`config.mk`:
```
export PLATFORM = sky130hd
export DESIGN_NAME = servo_chain_hub_router_top
export DESIGN_NICKNAME = d
export VERILOG_FILES = /design/src/schr_pkg.sv /design/src/schr_ctrl.sv /design/src/schr_dp.sv /design/src/servo_chain_hub_router_top.sv
export SDC_FILE = /design/constraint.sdc
export NUM_CORES = 1
export LEC_CHECK = 0
export ABC_CLOCK_PERIOD_IN_PS = 6220
export BUFFER_PORTS_ARGS = -buffer_cell sky130_fd_sc_hd__buf_2
export CORE_MARGIN = 2
export CORE_UTILIZATION = 41
export DETAILED_ROUTE_END_ITERATION = 12
export GPL_TIMING_DRIVEN = 0
export SYNTH_ARGS = -nofsm -noshare
export SYNTH_HDL_FRONTEND = slang
export SYNTH_SLANG_ARGS = --single-unit
```
`constraint.sdc`:
```
create_clock -name clock -period 6.22 [get_ports clock]
set_input_delay 0.622 -clock clock [delete_from_list [all_inputs] [get_ports clock]]
set_output_delay 0.622 -clock clock [all_outputs]
set_load 0.03 [all_outputs]
```
`src/schr_pkg.sv`:
```
// shared types and constants of the servo chain hub router
package schr_pkg;

   localparam int FRAME_BYTES = 32;
   localparam int ADDR_W = $clog2(FRAME_BYTES);
   localparam int CNT_W = ADDR_W + 1;
   localparam int NPORTS = 4;
   localparam int SHADOW_N = 5;

   localparam logic [1:0] OP_HOST = 2'd0;
   localparam logic [1:0] OP_PORT = 2'd1;
   localparam logic [1:0] OP_TICK = 2'd2;
   localparam logic [1:0] OP_UNUSED = 2'd3;

   localparam logic [2:0] REG_START = 3'd0;
   localparam logic [2:0] REG_END = 3'd1;
   localparam logic [2:0] REG_VERSION = 3'd2;
   localparam logic [2:0] REG_ASSIGN = 3'd3;
   localparam logic [2:0] REG_PROBE = 3'd4;
   localparam logic [2:0] REG_BCAST = 3'd5;

   localparam logic [7:0] CHK_MASK = 8'h7f;
   localparam logic [7:0] VER_B1 = 8'h55;
   localparam logic [7:0] VER_B2 = 8'h03;
   localparam logic [7:0] VER_B4 = 8'h01;
   localparam logic [1:0] POLL_LIMIT = 2'd3;
   localparam logic [1:0] AGREE_MIN = 2'd2;
   localparam logic [4:0] DEST_HOST = 5'h01;
   localparam logic [4:0] DEST_ALL = 5'h1e;
   localparam logic [4:0] DEST_P0 = 5'h02;

   typedef enum logic [2:0] {
      ACT_NONE, ACT_HOST, ACT_PROBE, ACT_ASSIGN, ACT_VERSION, ACT_FWD
   } act_type;

   typedef enum logic [2:0] {
      SRC_DATA, SRC_SIX, SRC_START, SRC_MEM, SRC_END
   } src_type;

   typedef enum logic [4:0] {
      ST_IDLE   = 5'b00001,
      ST_ONE    = 5'b00010,
      ST_SIX    = 5'b00100,
      ST_FWD_RD = 5'b01000,
      ST_FWD_OUT = 5'b10000
   } state_type;

   typedef struct packed {
      logic load;
      logic emit;
      src_type src;
      logic [2:0] six_idx;
      logic [1:0] port_idx;
      logic last;
      logic base_clr;
      logic base_add;
      logic [ADDR_W-1:0] rd_addr;
   } cmd_type;

   typedef struct packed {
      act_type act;
      logic [CNT_W-1:0] fwd_len;
      logic out_free;
   } status_type;

endpackage

```
`src/schr_ctrl.sv`:
```
// controller: sequences the result bytes of each request
module schr_ctrl (
   input  logic clock,
   input  logic reset,
   input  logic req_valid,
   output logic req_ready,
   input  schr_pkg::status_type status,
   output schr_pkg::cmd_type cmd
);
   import schr_pkg::*;

   state_type state_ff, state_in;
   act_type kind_ff, kind_in;
   logic [2:0] idx_ff, idx_in;
   logic [1:0] port_ff, port_in;
   logic [CNT_W-1:0] i_ff, i_in;
   logic [CNT_W-1:0] len_ff, len_in;
   logic more_ports;

   assign req_ready = (state_ff == ST_IDLE);
   assign more_ports = (kind_ff == ACT_ASSIGN) && (port_ff != 2'd3);

   always_comb begin
      state_in = state_ff;
      kind_in = kind_ff;
      idx_in = idx_ff;
      port_in = port_ff;
      i_in = i_ff;
      len_in = len_ff;
      cmd = '0;
      cmd.src = SRC_DATA;
      cmd.six_idx = idx_ff;
      cmd.port_idx = port_ff;
      cmd.rd_addr = ADDR_W'(i_ff - CNT_W'(1));
      unique case (state_ff)
         ST_IDLE: begin
            if (req_valid) begin
               cmd.load = 1'b1;
               kind_in = status.act;
               idx_in = '0;
               port_in = '0;
               i_in = '0;
               len_in = status.fwd_len;
               cmd.base_clr = 1'b1;
               unique case (status.act)
                  ACT_HOST: state_in = ST_ONE;
                  ACT_PROBE, ACT_ASSIGN, ACT_VERSION: state_in = ST_SIX;
                  ACT_FWD: state_in = ST_FWD_OUT;
                  default: state_in = ST_IDLE;
               endcase
            end
         end
         ST_ONE: begin
            cmd.src = SRC_DATA;
            cmd.last = 1'b1;
            if (status.out_free) begin
               cmd.emit = 1'b1;
               state_in = ST_IDLE;
            end
         end
         ST_SIX: begin
            cmd.src = SRC_SIX;
            cmd.last = (idx_ff == 3'd5) && !more_ports;
            if (status.out_free) begin
               cmd.emit = 1'b1;
               if (idx_ff == 3'd5) begin
                  idx_in = '0;
                  if (more_ports) begin
                     cmd.base_add = 1'b1;
                     port_in = port_ff + 2'd1;
                  end else begin
                     state_in = ST_IDLE;
                  end
               end else begin
                  idx_in = idx_ff + 3'd1;
               end
            end
         end
         ST_FWD_RD: begin
            state_in = ST_FWD_OUT;
         end
         ST_FWD_OUT: begin
            if (i_ff == '0) cmd.src = SRC_START;
            else if (i_ff == len_ff + CNT_W'(1)) cmd.src = SRC_END;
            else cmd.src = SRC_MEM;
            cmd.last = (i_ff == len_ff + CNT_W'(1));
            if (status.out_free) begin
               cmd.emit = 1'b1;
               i_in = i_ff + CNT_W'(1);
               if (cmd.last) state_in = ST_IDLE;
               else if (i_ff == len_ff) state_in = ST_FWD_OUT;
               else state_in = ST_FWD_RD;
            end
         end
         default: state_in = ST_IDLE;
      endcase
   end

   always_ff @(posedge clock) begin
      if (reset) begin
         state_ff <= ST_IDLE;
         kind_ff <= ACT_NONE;
         idx_ff <= '0;
         port_ff <= '0;
         i_ff <= '0;
         len_ff <= '0;
      end else begin
         state_ff <= state_in;
         kind_ff <= kind_in;
         idx_ff <= idx_in;
         port_ff <= port_in;
         i_ff <= i_in;
         len_ff <= len_in;
      end
   end

endmodule

```
`src/schr_dp.sv`:
```
// datapath: frame parsers, poll debounce, frame store and result register
module schr_dp (
   input  logic clock,
   input  logic reset,
   input  logic [1:0] req_op,
   input  logic [1:0] req_port,
   input  logic [7:0] req_data,
   input  logic rsp_ready,
   output logic rsp_valid,
   output logic [4:0] rsp_dest,
   output logic [7:0] rsp_byte_out,
   output logic rsp_last,
   input  logic csr_we,
   input  logic [2:0] csr_addr,
   input  logic [7:0] csr_wdata,
   input  schr_pkg::cmd_type cmd,
   output schr_pkg::status_type status
);
   import schr_pkg::*;

   logic [7:0] start_ff, end_ff, version_ff, assign_ff, probe_ff, bcast_ff;

   logic host_frame_ff, host_frame_in;
   logic host_ver_ff, host_ver_in;
   logic [CNT_W-1:0] host_cnt_ff, host_cnt_in;
   logic [7:0] shadow_ff [SHADOW_N];
   logic [7:0] shadow_in [SHADOW_N];
   logic ids_ff, ids_in;
   logic [7:0] mem [FRAME_BYTES];
   logic mem_we;
   logic [7:0] rdata_ff;

   logic p_frame_ff [NPORTS];
   logic p_frame_in [NPORTS];
   logic [CNT_W-1:0] p_cnt_ff [NPORTS];
   logic [CNT_W-1:0] p_cnt_in [NPORTS];
   logic [7:0] p_id_ff [NPORTS];
   logic [7:0] p_id_in [NPORTS];
   logic [7:0] p_svc_ff [NPORTS];
   logic [7:0] p_svc_in [NPORTS];
   logic [7:0] rmax_ff [NPORTS];
   logic [7:0] rmax_in [NPORTS];
   logic [7:0] pmax_ff [NPORTS];
   logic [7:0] pmax_in [NPORTS];
   logic [7:0] scnt_ff [NPORTS];
   logic [7:0] scnt_in [NPORTS];
   logic [1:0] poll_ff [NPORTS];
   logic [1:0] poll_in [NPORTS];
   logic [1:0] agree_ff [NPORTS];
   logic [1:0] agree_in [NPORTS];

   act_type act, kind_ff;
   logic [4:0] dest_ff, dest_in, route_dest, ver_dest;
   logic ver_any;
   logic [7:0] data_ff, base_ff;
   logic [9:0] sum0, sum1, sum2, id_ext;
   logic [7:0] six_byte, six_svc, six_val, out_byte;
   logic [4:0] six_dest, out_dest;
   logic [1:0] pc;
   logic [1:0] ac;
   logic [CNT_W-1:0] cnt_inc;

   assign sum0 = {2'b00, scnt_ff[0]};
   assign sum1 = sum0 + {2'b00, scnt_ff[1]};
   assign sum2 = sum1 + {2'b00, scnt_ff[2]};
   assign id_ext = {2'b00, shadow_ff[0]};

   always_comb begin
      priority if (shadow_ff[0] == bcast_ff) route_dest = DEST_ALL;
      else if (id_ext <= sum0) route_dest = 5'h02;
      else if (id_ext <= sum1) route_dest = 5'h04;
      else if (id_ext <= sum2) route_dest = 5'h08;
      else route_dest = 5'h10;
      ver_any = 1'b1;
      priority if (scnt_ff[0] != '0) ver_dest = 5'h02;
      else if (scnt_ff[1] != '0) ver_dest = 5'h04;
      else if (scnt_ff[2] != '0) ver_dest = 5'h08;
      else if (scnt_ff[3] != '0) ver_dest = 5'h10;
      else begin
         ver_dest = 5'h10;
         ver_any = 1'b0;
      end
   end

   assign cnt_inc = host_cnt_ff + CNT_W'(1);

   always_comb begin
      act = ACT_NONE;
      host_frame_in = host_frame_ff;
      host_ver_in = host_ver_ff;
      host_cnt_in = host_cnt_ff;
      ids_in = ids_ff;
      dest_in = dest_ff;
      mem_we = 1'b0;
      pc = '0;
      ac = '0;
      for (int k = 0; k < SHADOW_N; k++) shadow_in[k] = shadow_ff[k];
      for (int p = 0; p < NPORTS; p++) begin
         p_frame_in[p] = p_frame_ff[p];
         p_cnt_in[p] = p_cnt_ff[p];
         p_id_in[p] = p_id_ff[p];
         p_svc_in[p] = p_svc_ff[p];
         rmax_in[p] = rmax_ff[p];
         pmax_in[p] = pmax_ff[p];
         scnt_in[p] = scnt_ff[p];
         poll_in[p] = poll_ff[p];
         agree_in[p] = agree_ff[p];
      end
      unique case (req_op)
         OP_HOST: begin
            if (host_frame_ff) begin
               if (req_data == end_ff) begin
                  host_frame_in = 1'b0;
                  if (shadow_ff[1] == assign_ff) begin
                     act = ACT_ASSIGN;
                     ids_in = 1'b1;
                  end else begin
                     act = ACT_FWD;
                     dest_in = route_dest;
                  end
               end else begin
                  mem_we = 1'b1;
                  for (int k = 0; k < SHADOW_N; k++)
                     if (host_cnt_ff == CNT_W'(k)) shadow_in[k] = req_data;
                  host_cnt_in = cnt_inc;
                  if (cnt_inc > CNT_W'(FRAME_BYTES - 1)) begin
                     host_frame_in = 1'b0;
                     host_cnt_in = '0;
                  end
               end
            end else if (host_ver_ff) begin
               mem_we = 1'b1;
               for (int k = 0; k < SHADOW_N; k++)
                  if (host_cnt_ff == CNT_W'(k)) shadow_in[k] = req_data;
               host_cnt_in = cnt_inc;
               if (cnt_inc >= CNT_W'(5)) begin
                  host_ver_in = 1'b0;
                  host_cnt_in = '0;
                  if (shadow_ff[0] == VER_B1 && shadow_ff[1] == VER_B2 &&
                      shadow_ff[3] == VER_B4 && req_data == 8'h00) begin
                     ids_in = 1'b1;
                     dest_in = ver_dest;
                     if (ver_any) act = ACT_VERSION;
                  end
               end
            end else if (req_data == start_ff) begin
               host_frame_in = 1'b1;
               host_cnt_in = '0;
            end else if (req_data == version_ff) begin
               host_ver_in = 1'b1;
               host_cnt_in = '0;
            end
         end
         OP_PORT: begin
            if (ids_ff) begin
               act = ACT_HOST;
            end else if (p_frame_ff[req_port]) begin
               if (req_data == end_ff) begin
                  p_frame_in[req_port] = 1'b0;
                  if (p_svc_ff[req_port] == probe_ff &&
                      rmax_ff[req_port] < p_id_ff[req_port])
                     rmax_in[req_port] = p_id_ff[req_port];
               end else begin
                  if (p_cnt_ff[req_port] == '0) p_id_in[req_port] = req_data;
                  else if (p_cnt_ff[req_port] == CNT_W'(1)) p_svc_in[req_port] = req_data;
                  p_cnt_in[req_port] = p_cnt_ff[req_port] + CNT_W'(1);
                  if (p_cnt_in[req_port] > CNT_W'(FRAME_BYTES - 1)) begin
                     p_frame_in[req_port] = 1'b0;
                     p_cnt_in[req_port] = '0;
                  end
               end
            end else if (req_data == start_ff) begin
               p_frame_in[req_port] = 1'b1;
               p_cnt_in[req_port] = '0;
            end
         end
         OP_TICK: begin
            if (!ids_ff) begin
               act = ACT_PROBE;
               for (int p = 0; p < NPORTS; p++) begin
                  pc = poll_ff[p] + 2'd1;
                  ac = agree_ff[p] + {1'b0, rmax_ff[p] == pmax_ff[p]};
                  if (pc >= POLL_LIMIT) begin
                     if (ac >= AGREE_MIN) scnt_in[p] = rmax_ff[p];
                     pc = '0;
                     ac = '0;
                  end
                  poll_in[p] = pc;
                  agree_in[p] = ac;
                  pmax_in[p] = rmax_ff[p];
                  rmax_in[p] = '0;
               end
            end
         end
         default: act = ACT_NONE;
      endcase
   end

   assign status.act = act;
   assign status.fwd_len = host_cnt_ff;
   assign status.out_free = !rsp_valid || rsp_ready;

   always_comb begin
      six_svc = (kind_ff == ACT_ASSIGN) ? assign_ff : probe_ff;
      six_val = (kind_ff == ACT_ASSIGN) ? base_ff : 8'h00;
      six_dest = (kind_ff == ACT_ASSIGN) ? (DEST_P0 << cmd.port_idx) : DEST_ALL;
      if (kind_ff == ACT_VERSION) begin
         six_dest = dest_ff;
         unique case (cmd.six_idx)
            3'd0: six_byte = version_ff;
            3'd1: six_byte = VER_B1;
            3'd2: six_byte = VER_B2;
            3'd4: six_byte = VER_B4;
            default: six_byte = 8'h00;
         endcase
      end else begin
         unique case (cmd.six_idx)
            3'd0: six_byte = start_ff;
            3'd1: six_byte = bcast_ff;
            3'd2: six_byte = six_svc;
            3'd3: six_byte = six_val;
            3'd4: six_byte = (bcast_ff + six_svc + six_val) & CHK_MASK;
            default: six_byte = end_ff;
         endcase
      end
      unique case (cmd.src)
         SRC_DATA: begin
            out_byte = data_ff;
            out_dest = DEST_HOST;
         end
         SRC_SIX: begin
            out_byte = six_byte;
            out_dest = six_dest;
         end
         SRC_START: begin
            out_byte = start_ff;
            out_dest = dest_ff;
         end
         SRC_MEM: begin
            out_byte = rdata_ff;
            out_dest = dest_ff;
         end
         default: begin
            out_byte = end_ff;
            out_dest = dest_ff;
         end
      endcase
   end

   always_ff @(posedge clock) begin
      if (mem_we && cmd.load) mem[host_cnt_ff[ADDR_W-1:0]] <= req_data;
      rdata_ff <= mem[cmd.rd_addr];
      if (cmd.load) begin
         data_ff <= req_data;
         kind_ff <= act;
      end
      if (cmd.emit) begin
         rsp_dest <= out_dest;
         rsp_byte_out <= out_byte;
         rsp_last <= cmd.last;
      end
   end

   always_ff @(posedge clock) begin
      if (reset) begin
         start_ff <= 8'hf0;
         end_ff <= 8'hf7;
         version_ff <= 8'hff;
         assign_ff <= 8'h10;
         probe_ff <= 8'h11;
         bcast_ff <= 8'hff;
      end else if (csr_we) begin
         unique case (csr_addr)
            REG_START: start_ff <= csr_wdata;
            REG_END: end_ff <= csr_wdata;
            REG_VERSION: version_ff <= csr_wdata;
            REG_ASSIGN: assign_ff <= csr_wdata;
            REG_PROBE: probe_ff <= csr_wdata;
            REG_BCAST: bcast_ff <= csr_wdata;
            default: ;
         endcase
      end
   end

   always_ff @(posedge clock) begin
      if (reset) begin
         rsp_valid <= 1'b0;
         host_frame_ff <= 1'b0;
         host_ver_ff <= 1'b0;
         host_cnt_ff <= '0;
         ids_ff <= 1'b0;
         dest_ff <= DEST_ALL;
         base_ff <= '0;
         for (int k = 0; k < SHADOW_N; k++) shadow_ff[k] <= '0;
         for (int p = 0; p < NPORTS; p++) begin
            p_frame_ff[p] <= 1'b0;
            p_cnt_ff[p] <= '0;
            p_id_ff[p] <= '0;
            p_svc_ff[p] <= '0;
            rmax_ff[p] <= '0;
            pmax_ff[p] <= '0;
            scnt_ff[p] <= '0;
            poll_ff[p] <= '0;
            agree_ff[p] <= '0;
         end
      end else begin
         if (cmd.emit) rsp_valid <= 1'b1;
         else if (rsp_ready) rsp_valid <= 1'b0;
         if (cmd.base_clr) base_ff <= '0;
         else if (cmd.base_add) base_ff <= base_ff + scnt_ff[cmd.port_idx];
         if (cmd.load) begin
            host_frame_ff <= host_frame_in;
            host_ver_ff <= host_ver_in;
            host_cnt_ff <= host_cnt_in;
            ids_ff <= ids_in;
            dest_ff <= dest_in;
            for (int k = 0; k < SHADOW_N; k++) shadow_ff[k] <= shadow_in[k];
            for (int p = 0; p < NPORTS; p++) begin
               p_frame_ff[p] <= p_frame_in[p];
               p_cnt_ff[p] <= p_cnt_in[p];
               p_id_ff[p] <= p_id_in[p];
               p_svc_ff[p] <= p_svc_in[p];
               rmax_ff[p] <= rmax_in[p];
               pmax_ff[p] <= pmax_in[p];
               scnt_ff[p] <= scnt_in[p];
               poll_ff[p] <= poll_in[p];
               agree_ff[p] <= agree_in[p];
            end
         end
      end
   end

endmodule

```
`src/servo_chain_hub_router_top.sv`:
```
// top level of the servo chain hub router
//
// one request channel (req_op, req_port, req_data) carries host bytes,
// downstream bytes and poll ticks; the response channel (rsp_dest,
// rsp_byte_out, rsp_last) carries bytes to transmit with a destination mask,
// rsp_last marking the final byte caused by a request.
// a request that produces nothing is taken without occupying the block. a request with
// results occupies the block until its last byte enters the output register:
// one byte per cycle while the output is free for probe, assign and version
// frames (6, 24 or 6 bytes); each stored byte of a forwarded host frame, up
// to a full frame of 31, passes a read state and an output state because the
// frame store read is registered. req_ready is high whenever no response sequence is in progress.
// a stalled receiver (rsp_ready low) holds the output register and the
// sequencer waits; a new request may be taken while the last byte waits.
// reset is synchronous and returns all parser, poll and id state to zero
// and the code registers to their defaults; the csr port writes them.
module servo_chain_hub_router_top (
   input  logic clock,
   input  logic reset,
   input  logic req_valid,
   output logic req_ready,
   input  logic [1:0] req_op,
   input  logic [1:0] req_port,
   input  logic [7:0] req_data,
   output logic rsp_valid,
   input  logic rsp_ready,
   output logic [4:0] rsp_dest,
   output logic [7:0] rsp_byte_out,
   output logic rsp_last,
   input  logic csr_we,
   input  logic [2:0] csr_addr,
   input  logic [7:0] csr_wdata
);
   import schr_pkg::*;

   cmd_type cmd;
   status_type status;

   schr_ctrl u_ctrl (
      .clock(clock),
      .reset(reset),
      .req_valid(req_valid),
      .req_ready(req_ready),
      .status(status),
      .cmd(cmd)
   );

   schr_dp u_dp (
      .clock(clock),
      .reset(reset),
      .req_op(req_op),
      .req_port(req_port),
      .req_data(req_data),
      .rsp_ready(rsp_ready),
      .rsp_valid(rsp_valid),
      .rsp_dest(rsp_dest),
      .rsp_byte_out(rsp_byte_out),
      .rsp_last(rsp_last),
      .csr_we(csr_we),
      .csr_addr(csr_addr),
      .csr_wdata(csr_wdata),
      .cmd(cmd),
      .status(status)
   );

endmodule

```
Word level (Yosys, flattened, before mapping)
Memories as Yosys holds them, arrays and structs flattened. A register that Yosys moved wholly into a read port is not among the register bits.
Index checks and enable logic that the tools add are counted.

word-level totals
  register bits after elaboration = 121
  bits in writable memories = 500
  input port bits = 28
  output and inout port bits = 16
  word-level logic and storage cells = 452
  memories kept = 11

cells by class
  $add $sub $neg = 20
  $lt $le $gt $ge = 17
  equality and inequality tests = 60
  shifts and indexed selects = 1
  multiplexer cells = 222
  bitwise logic cells = 49
  reduce and logical (&&, ||, !) cells = 48

memory list
  memory           words  bits a word  read ports  clocked after Yosys merged registers in  write ports  line           source
  u_dp.mem         32     8            1           1                                        1            schr_dp.sv:29  logic [7:0] mem [FRAME_BYTES];
  u_dp.shadow_ff   5      8            5           0                                        5            schr_dp.sv:26  logic [7:0] shadow_ff [SHADOW_N];
  u_dp.p_id_ff     4      8            5           0                                        4            schr_dp.sv:37  logic [7:0] p_id_ff [NPORTS];
  u_dp.p_svc_ff    4      8            5           0                                        4            schr_dp.sv:39  logic [7:0] p_svc_ff [NPORTS];
  u_dp.pmax_ff     4      8            4           0                                        4            schr_dp.sv:43  logic [7:0] pmax_ff [NPORTS];
  u_dp.rmax_ff     4      8            5           0                                        4            schr_dp.sv:41  logic [7:0] rmax_ff [NPORTS];
  5 more memories  -      -            -           -                                        -            -

operators with widths
  cell                                                             number
  32-bit 2-to-1 mux                                                20
  8-bit 2-to-1 mux                                                 46
  40-bit 2-to-1 mux                                                4
  24-bit 2-to-1 mux                                                6
  5-bit 2-to-1 mux                                                 23
  32-bit bitwise mux                                               3
  6-bit 2-to-1 mux                                                 16
  8-bit == test                                                    10
  32-bit one-hot mux with 2 select lines                           1
  8-bit one-hot mux with 4 select lines                            2
  24-bit AND                                                       2
  2-bit 2-to-1 mux                                                 23
  1-bit 2-to-1 mux                                                 45
  1-bit OR                                                         41
  8-bit one-hot mux with 5 select lines                            1
  3-bit 2-to-1 mux                                                 12
  8-bit nonzero test                                               4
  3-bit by 2-bit == test with 1-bit output, second input constant  10
  5-bit one-hot mux with 5 select lines                            1
  6-bit by 1-bit adder with 6-bit output, second input constant    4
  24-bit bitwise mux                                               1
  4-bit 2-to-1 mux                                                 6
  24-bit NOT                                                       1
  3-bit == test, second input constant                             7
  68 further kinds                                                 128

Logic depth before layout (Yosys ltp)
Gate-level depths: netlist of the first run.
An unclocked memory read counts as a cell.

  word-level depth = 17
  gate-level depth with buffers = 19

Cells and area by module
From an unflattened synthesis of the first run, not the netlist that was laid out.

unflattened totals
  cell total of the unflattened synthesis = 2422
  area total of the unflattened synthesis = 30058.8 µm²

by module, submodules not included
  module     times used  cells each  area an instance (µm²)
  schr_dp    1           2214        28427.3
  schr_ctrl  1           208         1631.6

Worst setup path before layout of the first run
Ideal clock, no wire load.

  path kind = input port to flip-flop
  start point = input req_port[1]
  end point = memory u_dp.rmax_ff[0][0], enable pin
  arrival time = 5.223 ns
  path slack = 0.532 ns
  cell stages on the path = 12
  path buffers = 4
  path through = buf_2 buf_2 buf_1 clkbuf_1 mux4_2 inv_1 ha_1 a21oi_1 nand2_1 nor4_1 nand4_1 o21ai_0

RTL lines
  element      line                              source
  from (decl)  servo_chain_hub_router_top.sv:23  input logic [1:0] req_port,
  to (decl)    schr_dp.sv:41

==> results.md, run 1 <==
* Antenna violation net count after detailed routing at 0
* CP dominant cell by count: buf_2
* Core area at 71,730 um2
* Kind of critical path: input port to register
* Worst reg2reg setup slack at about 1800 ps
* Final HPWL DP at 60,010 um
* FF-to-FF End: u_dp.rsp_byte_out[3]
* Most frequent cells in the layout: 509 x edfxtp_1, 340 x nand2_1, 226 x a21oi_1
* Critical path capture point: u_dp.rmax_ff[1][2]
* Net Count, Synth at 2,498
* CTS Buf Count at 66
* First-pass GRT wire length at 126,000 um
* EDFF count, synth at 509
* M2 GR Usage at 0.3539
* YS warnings at 0
* Clk_lat worst skew at slightly above 600 ps
* CP required at 6530 ps
* Ys flop type: edfxtp_1
* Fmax at around 0.22 GHz
* Status: finished, final reports clean
* Hold Fails Final Rpt at 0
* Routed vias/inst at 5.879
* Seq cells post-synth at 614
* Worst VDD drop at 0.2141 mV
* Max-slew headroom at 0.1795
* Max incr delay on CP at around 650 ps
* Num ports at 44
* Via count at 20,520
* GR Util met3 at 0.03202
* CP startpoint kind: input port
* Avg WL per Cell at approximately 24 um
* Global routing's busiest layer: met2
* Power Density at 283.7 nW/um2
* Crit path DAT at 4830 ps
* Commonest non-fill, non-tap cell in the layout: edfxtp_1
* Vias in the first global route at 19,960
* Area leader, netlist: edfxtp_1
* Gate count of the mapped netlist at 2,377
* Final setup vio count at 0
* Routed WL at 83,720 um
* R2r startpoint: u_dp.kind_ff[0]
* Crit path buffers/inverters at 7
* RSZ-0062 raised after global routing: false
* Port Buffers at 42
* Overall routing resource usage at 0.2245
* Placement-stage cell area at 31,280 um2
* Reg2reg path depth at 13
* Max FO, Critical Path at 30
* Grt total ovfl at 0
* Final Max Slew Viols at 0
* Routing usage on met1 at 0.3213
* Pin count of the biggest net entering global routing at between 40 and 50
* CP Capture Type: register
* CTS resizes at 0
* Tightest Pin Transition at 1222 ps
* Post-CTS setup buffer count at 0
* Layout cells sized above 1 at 0.1291
* Rows at 98
* # DRC at 0
* Root Buffer: clkbuf_16
* CTS H-tree lvls at 3
* Clock skew at 36.60 ps
* CTS sink cnt at 614
* CTS tree: built
* Netlist Area Pre-Place at slightly below 30,000 um2
* Cell Chain, Critical Path: buf_2 -> buf_2 -> buf_2 -> buf_1 -> clkbuf_1 -> mux4_2 -> inv_1 -> ha_1 -> a21oi_1 -> nand2_1 -> nor4_1 -> nand4_1 -> o21ai_4 -> buf_12
* Critical path origin: req_port[1]
* Part of the cycle the worst path needs at 0.7260
* Sequential-to-total area share from yosys stat at 0.5836
* CP top delay family: buffers and inverters
* Design Area, Final at 33,320 um2
* Initial Util at 0.4153
* Antenna cell count at 0
* Footprint of the multi-input gates at 11,670 um2
* MaxCap Viol Count at 0
* Total die area at 74,840 um2
* Storage cell area at between 15,000 and 20,000 um2
* Die Y-Extent at 273.6 um
* CTS clk-pin slew, worst paths at 60 ps
* CTS Hold Bufs at 0
* Number of cells on the critical path at 14
* Placer Congestion at between 0.9 and 1
* Layout fillers at ~6,300
* Initial DRC Count at between 2,000 and 3,000
* Yosys top cell area share at 0.5130
* Ys async rst share at 0
* Mean post-synth cell area at 12.53 um2
* DR pass1 iterations at 6
* Initial antenna violation count at 1
* Final Critical Period at 4516 ps
* Bufs on Longest Clock Path at 3
* Hold Path Class: input port to register
* Post-synth cell types at 85
* Area contributors post-synth: edfxtp_1 51%, mux4_2 8.8%, dfxtp_1 7.1%
* DIE WIDTH at 273.6 um
* Area growth from synthesis to layout at 11.85%
* Final net count at 2,611
* Total power at between 0.009 and 0.01 W
* Slowest-stage cell, CP: clkbuf_1
* Leak pwr at 11.34 nW
## routing by layer
| layer | vias to the layer above | wire length, um |
|---|---|---|
| met5 | - | 7 |
| li1 | 9115 | - |
| met4 | 2 | 2293 |
| met1 | 10360 | 36310 |
| met3 | 167 | 6042 |
| met2 | 878 | 39060 |
## registers in the layout (all words and copies together) (netlist names), 24 cells and up, named ones only
signal	flops
u_dp.mem	256
u_dp.p_cnt_ff	24
u_dp.scnt_ff	32
u_dp.rmax_ff	32
u_dp.p_id_ff	32
u_dp.p_svc_ff	32
u_dp.pmax_ff	32
u_dp.shadow_ff	24
## tightest hold or removal path: cells and delay by family
family,cells,cell delay [ps]
and+or+nand+nor,2,170
buffers and inverters,1,130
## area by class of cell
class	count	area share
clock inverter	35	0.008148
inverter	67	0.007547
tap	950	0.03567
buffer	120	0.01547
multi-input combinational	1576	0.3502
clock buffer	84	0.05313
sequential	614	0.5218
timing repair buffer	45	0.008110
## kinds of logic (layout without fill, tap and decap cells)
family | count (synthesis) | in the layout | share of synthesized area
AOI/OAI and AO/OA | 414 | 414 | 0.08450
xor gates and xnor gates | 129 | 129 | 0.03792
adders and majority gates | 94 | 94 | 0.04191
buffers and inverters | 187 | 351 | 0.02574
DFF | 614 | 614 | 0.5836
muxes | 164 | 164 | 0.1050
and+or+nand+nor | 775 | 775 | 0.1213
## report_power, final
part           switching, W  leakage (nW)  internal, W
registers          0.000124          5.74      0.00460
logic              0.000594          4.61     0.000341
clock network       0.00167         0.990      0.00212
total               0.00239          11.3      0.00706
## cell usage after synthesis, drive strengths merged, types with 4 or more instances
master    n
nand4    28
xor2     41
o22ai     4
nor3     27
or3      11
o311ai    5
clkbuf   91
nand2   341
a21o     14
and3     15
xnor2    88
dfxtp   105
nand3    72
nor3b    12
edfxtp  509
mux2i    28
a31oi     9
or4       5
nand3b   10
o2111a    4
mux2     19
a211oi    9
o21ai    62
nor2    146
a221oi   12
buf      29
nor2b    20
and2     40
a21oi   227
fa       10
mux4    117
o21bai    5
inv      65
o211ai    7
a32o      6
o21a      7
ha       83
a211o    10
nand2b   11
or2       9
nor4     18
## stage by stage
| step | utilization | cells | setup slack [ps] | hold slack, ps | setup TNS (ps) |
|---|---|---|---|---|---|
| after detailed placement | 0.4361 | 3372 | 1097 | 447.3 | 0 |
| final | 0.4646 | 3491 | 1704 | 361.9 | 0 |
| after global placement | 0.4348 | 3369 | -1767 | 444.1 | -56480 |
| after global routing | 0.4646 | 3491 | 1452 | 355.9 | 0 |
| after floorplan | - | 2377 | 531.6 | 432.6 | 0 |
| after CTS | 0.4646 | 3491 | 1698 | 338.7 | 0 |
## how the worst min path moves through the flow
stage / cells past startpoint / end / from / slack [ps]
floorplan: 2 / u_ctrl.kind_ff[2] / u_ctrl.kind_ff[2] / 430
global placement: 2 / u_ctrl.kind_ff[1] / u_ctrl.kind_ff[1] / 440
detailed placement: 2 / u_ctrl.kind_ff[2] / u_ctrl.kind_ff[2] / 450
CTS: 3 / u_dp.probe_ff[6] / csr_wdata[6] / 340
global route: 3 / u_ctrl.state_ff[4] / reset / 360
finish: 3 / u_ctrl.state_ff[4] / reset / 360
(Power assumes the default switching activity.)
==> inputs of run 2 (changes only) <==
--- a/config.mk
+++ b/config.mk
@@ -5,7 +5,7 @@
 export SDC_FILE = /design/constraint.sdc
 export NUM_CORES = 1
 export LEC_CHECK = 0
-export ABC_CLOCK_PERIOD_IN_PS = 6220
+export ABC_CLOCK_PERIOD_IN_PS = 4300
 export BUFFER_PORTS_ARGS = -buffer_cell sky130_fd_sc_hd__buf_2
 export CORE_MARGIN = 2
 export CORE_UTILIZATION = 41
==> constraint.sdc (replaced) <==
create_clock -name clock -period 4.3 [get_ports clock]
set_input_delay 0.43 -clock clock [delete_from_list [all_inputs] [get_ports clock]]
set_output_delay 0.43 -clock clock [all_outputs]
set_load 0.03 [all_outputs]
==> run 2 against run 1 <==
Compared with the run above:
- flip-flop and latch count did not move
- utilization about the same
- critical path depth unchanged
- largest cell class unchanged
==> results.md, run 2 (synthesized netlist as in run 1, its figures left out) <==
* Status: finished, final reports clean
* Overall routing resource usage at 0.2248 (+0.0002376)
* CP startpoint kind: input port
* Placer Congestion at 0.9592 (about the same)
* Die Y-Extent at 273.6 um (unchanged)
* CTS Buf Count at 66 (unchanged)
* Vias in the first global route at 20,230 (+1.4%)
* Clk_lat worst skew at 630 ps (about the same)
* CP Capture Type: register
* Initial antenna violation count at 3 (+2)
* Final Critical Period at approximately 4000 ps
* Final Max Slew Viols at 0 (unchanged)
* Antenna cell count at 0 (unchanged)
* Initial DRC Count at 2,243 (-11%)
* Switching share of power at 0.2491 (-0.003856)
* DIE WIDTH at 273.6 um (unchanged)
* CTS sink cnt at 614 (unchanged)
* Final setup vio count at 0 (unchanged)
* Area growth from synthesis to layout at 11.80% (about the same)
* Logic pwr share at 0.100 (about the same)
* Hold Path Class: input port to register
* CP required at 4610 ps (-1920 ps)
* Most frequent cells in the layout: 509 x edfxtp_1, 340 x nand2_1, 225 x a21oi_1
* CTS clk-pin slew, worst paths at 60 ps (about the same)
* Routed WL at 83,750 um (about the same)
* CTS tree: built
* Max-slew headroom at 0.1997 (+0.02016)
* Routed vias/inst at 5.849 (-0.51%)
* Clock skew at 36.52 ps (-0.08130 ps)
* Fmax at 0.2438 GHz
* Tightest Pin Transition at 1196 ps (-25.88 ps)
* Antenna violation net count after detailed routing at 0 (unchanged)
* Worst VDD drop at 0.2442 mV (+14%)
* Bufs on Longest Clock Path at 3 (unchanged)
* Power Density at 408.1 nW/um2 (+44%)
* CTS Hold Bufs at 0 (unchanged)
* Avg WL per Cell at 24.04 um (+0.24%)
* Clock group share of total power at 0.397 (-0.004)
* Cell Count, Final, Fillers Out at 3,484 (-0.20%)
* Pin count of the biggest net entering global routing at 37 (-12%)
* Max FO, Critical Path at 27 (-10%)
* CTS H-tree lvls at 3 (unchanged)
* Grt total ovfl at 0 (unchanged)
* First-pass GRT wire length at 125,900 um (about the same)
* DR pass1 iterations at 7 (+1)
* Root Buffer: clkbuf_16
* Post-Place Cells at 3,372 (unchanged)
* RSZ-0062 raised after global routing: false
* Total power at 0.01359 W (+44%)
* Port Buffers at 42 (unchanged)
* Crit path DAT at 4410 ps (-420 ps)
* Sequential share of power at 0.503 (+0.003)
* Hold Fails Final Rpt at 0 (unchanged)
* Num ports at 44 (unchanged)
* Initial Util at 0.4153 (unchanged)
* Layout cells sized above 1 at 0.1314 (+0.002330)
* Rows at 98 (unchanged)
* # DRC at 0 (unchanged)
* Leak pwr at 11.35 nW (about the same)
* Final HPWL DP at 60,740 um (+1.2%)
* Psw at 0.003387 W (+42%)
* MaxCap Viol Count at 0 (unchanged)
* Largest register FFs at 256 (unchanged)
* P_int at 0.01021 W (+45%)
* Commonest non-fill, non-tap cell in the layout: edfxtp_1
* Via count at 20,380 (-0.71%)
* Total die area at 74,840 um2 (unchanged)
* Part of the cycle the worst path needs at 0.9540
* Final net count at 2,613 (+0.077%)
* Core area at 71,730 um2 (unchanged)
* Layout fillers at 6,432 (+1.4%)
* Kind of critical path: input port to register
## run 2: what timing repair did
item                                    4_1_cts  5_1_grt
endpoints found under the setup margin       33       12
cloned                                        0        0
gates resized for setup                       3        4
setup buffers                                 0        3
## run 2: layout make-up
class                      count  area (um2)  share of cell area
clock buffer                  86        1782             0.05349
multi-input combinational   1576       11680              0.3507
tap                          950        1189             0.03569
timing repair buffer          48       292.8            0.008790
buffer                       119       515.5             0.01548
inverter                      67       251.5            0.007550
clock inverter                24       211.5            0.006348
sequential                   614       17390              0.5220
## run 2: stage by stage
step	utilization	instance area, um2	TNS [ps]	hold slack (ps)	setup slack, ps
floorplan	-	29800	0	432.6	256.6
global placement	0.4349	31190	-79610	443.8	-1588
detailed placement	0.4361	31280	-21460	450.3	-701.1
CTS	0.4639	33280	0	136.4	43.17
global route	0.4643	33310	0	174.5	5.094
finish	0.4643	33310	0	171.3	197.9
## run 2: power by group through the flow
stage          combinational [W]  clock (W)  sequential (W)
2_1_floorplan           0.000906          0         0.00688
3_3_place_gp             0.00128          0         0.00695
3_5_place_dp             0.00133          0         0.00696
4_1_cts                  0.00134    0.00547         0.00683
5_1_grt                  0.00150    0.00568         0.00685
6_report                 0.00137    0.00539         0.00684
## run 2: worst paths after layout
kind                      from                   end  slack (ps)  cells after the start
min                      reset    u_ctrl.state_ff[4]         170                      3
max reg2reg    u_dp.kind_ff[2]  u_dp.rsp_byte_out[3]         210                     13
min reg2reg  u_ctrl.kind_ff[1]     u_ctrl.kind_ff[1]         460                      2
max                req_port[1]    u_dp.rmax_ff[1][4]         200                     14
## run 2: per-layer routing
layer | track usage | wire length [um] | share of wire
met1 | 0.3165 | 36320 | 0.43
met4 | 0.06874 | 2175 | 0.026
met5 | 0 | 19 | 0.00023
met2 | 0.3571 | 38940 | 0.46
met3 | 0.03711 | 6296 | 0.075
## run 2: critical path: stages
cell and delay (ps):
buf_2 140, buf_2 360, buf_2 340, buf_1 540
clkbuf_2 440, mux4_2 370, inv_1 80, ha_1 250
a21oi_1 230, nand2_1 80, nor4_1 320, nand4_1 230
o21ai_4 320, buf_12 240
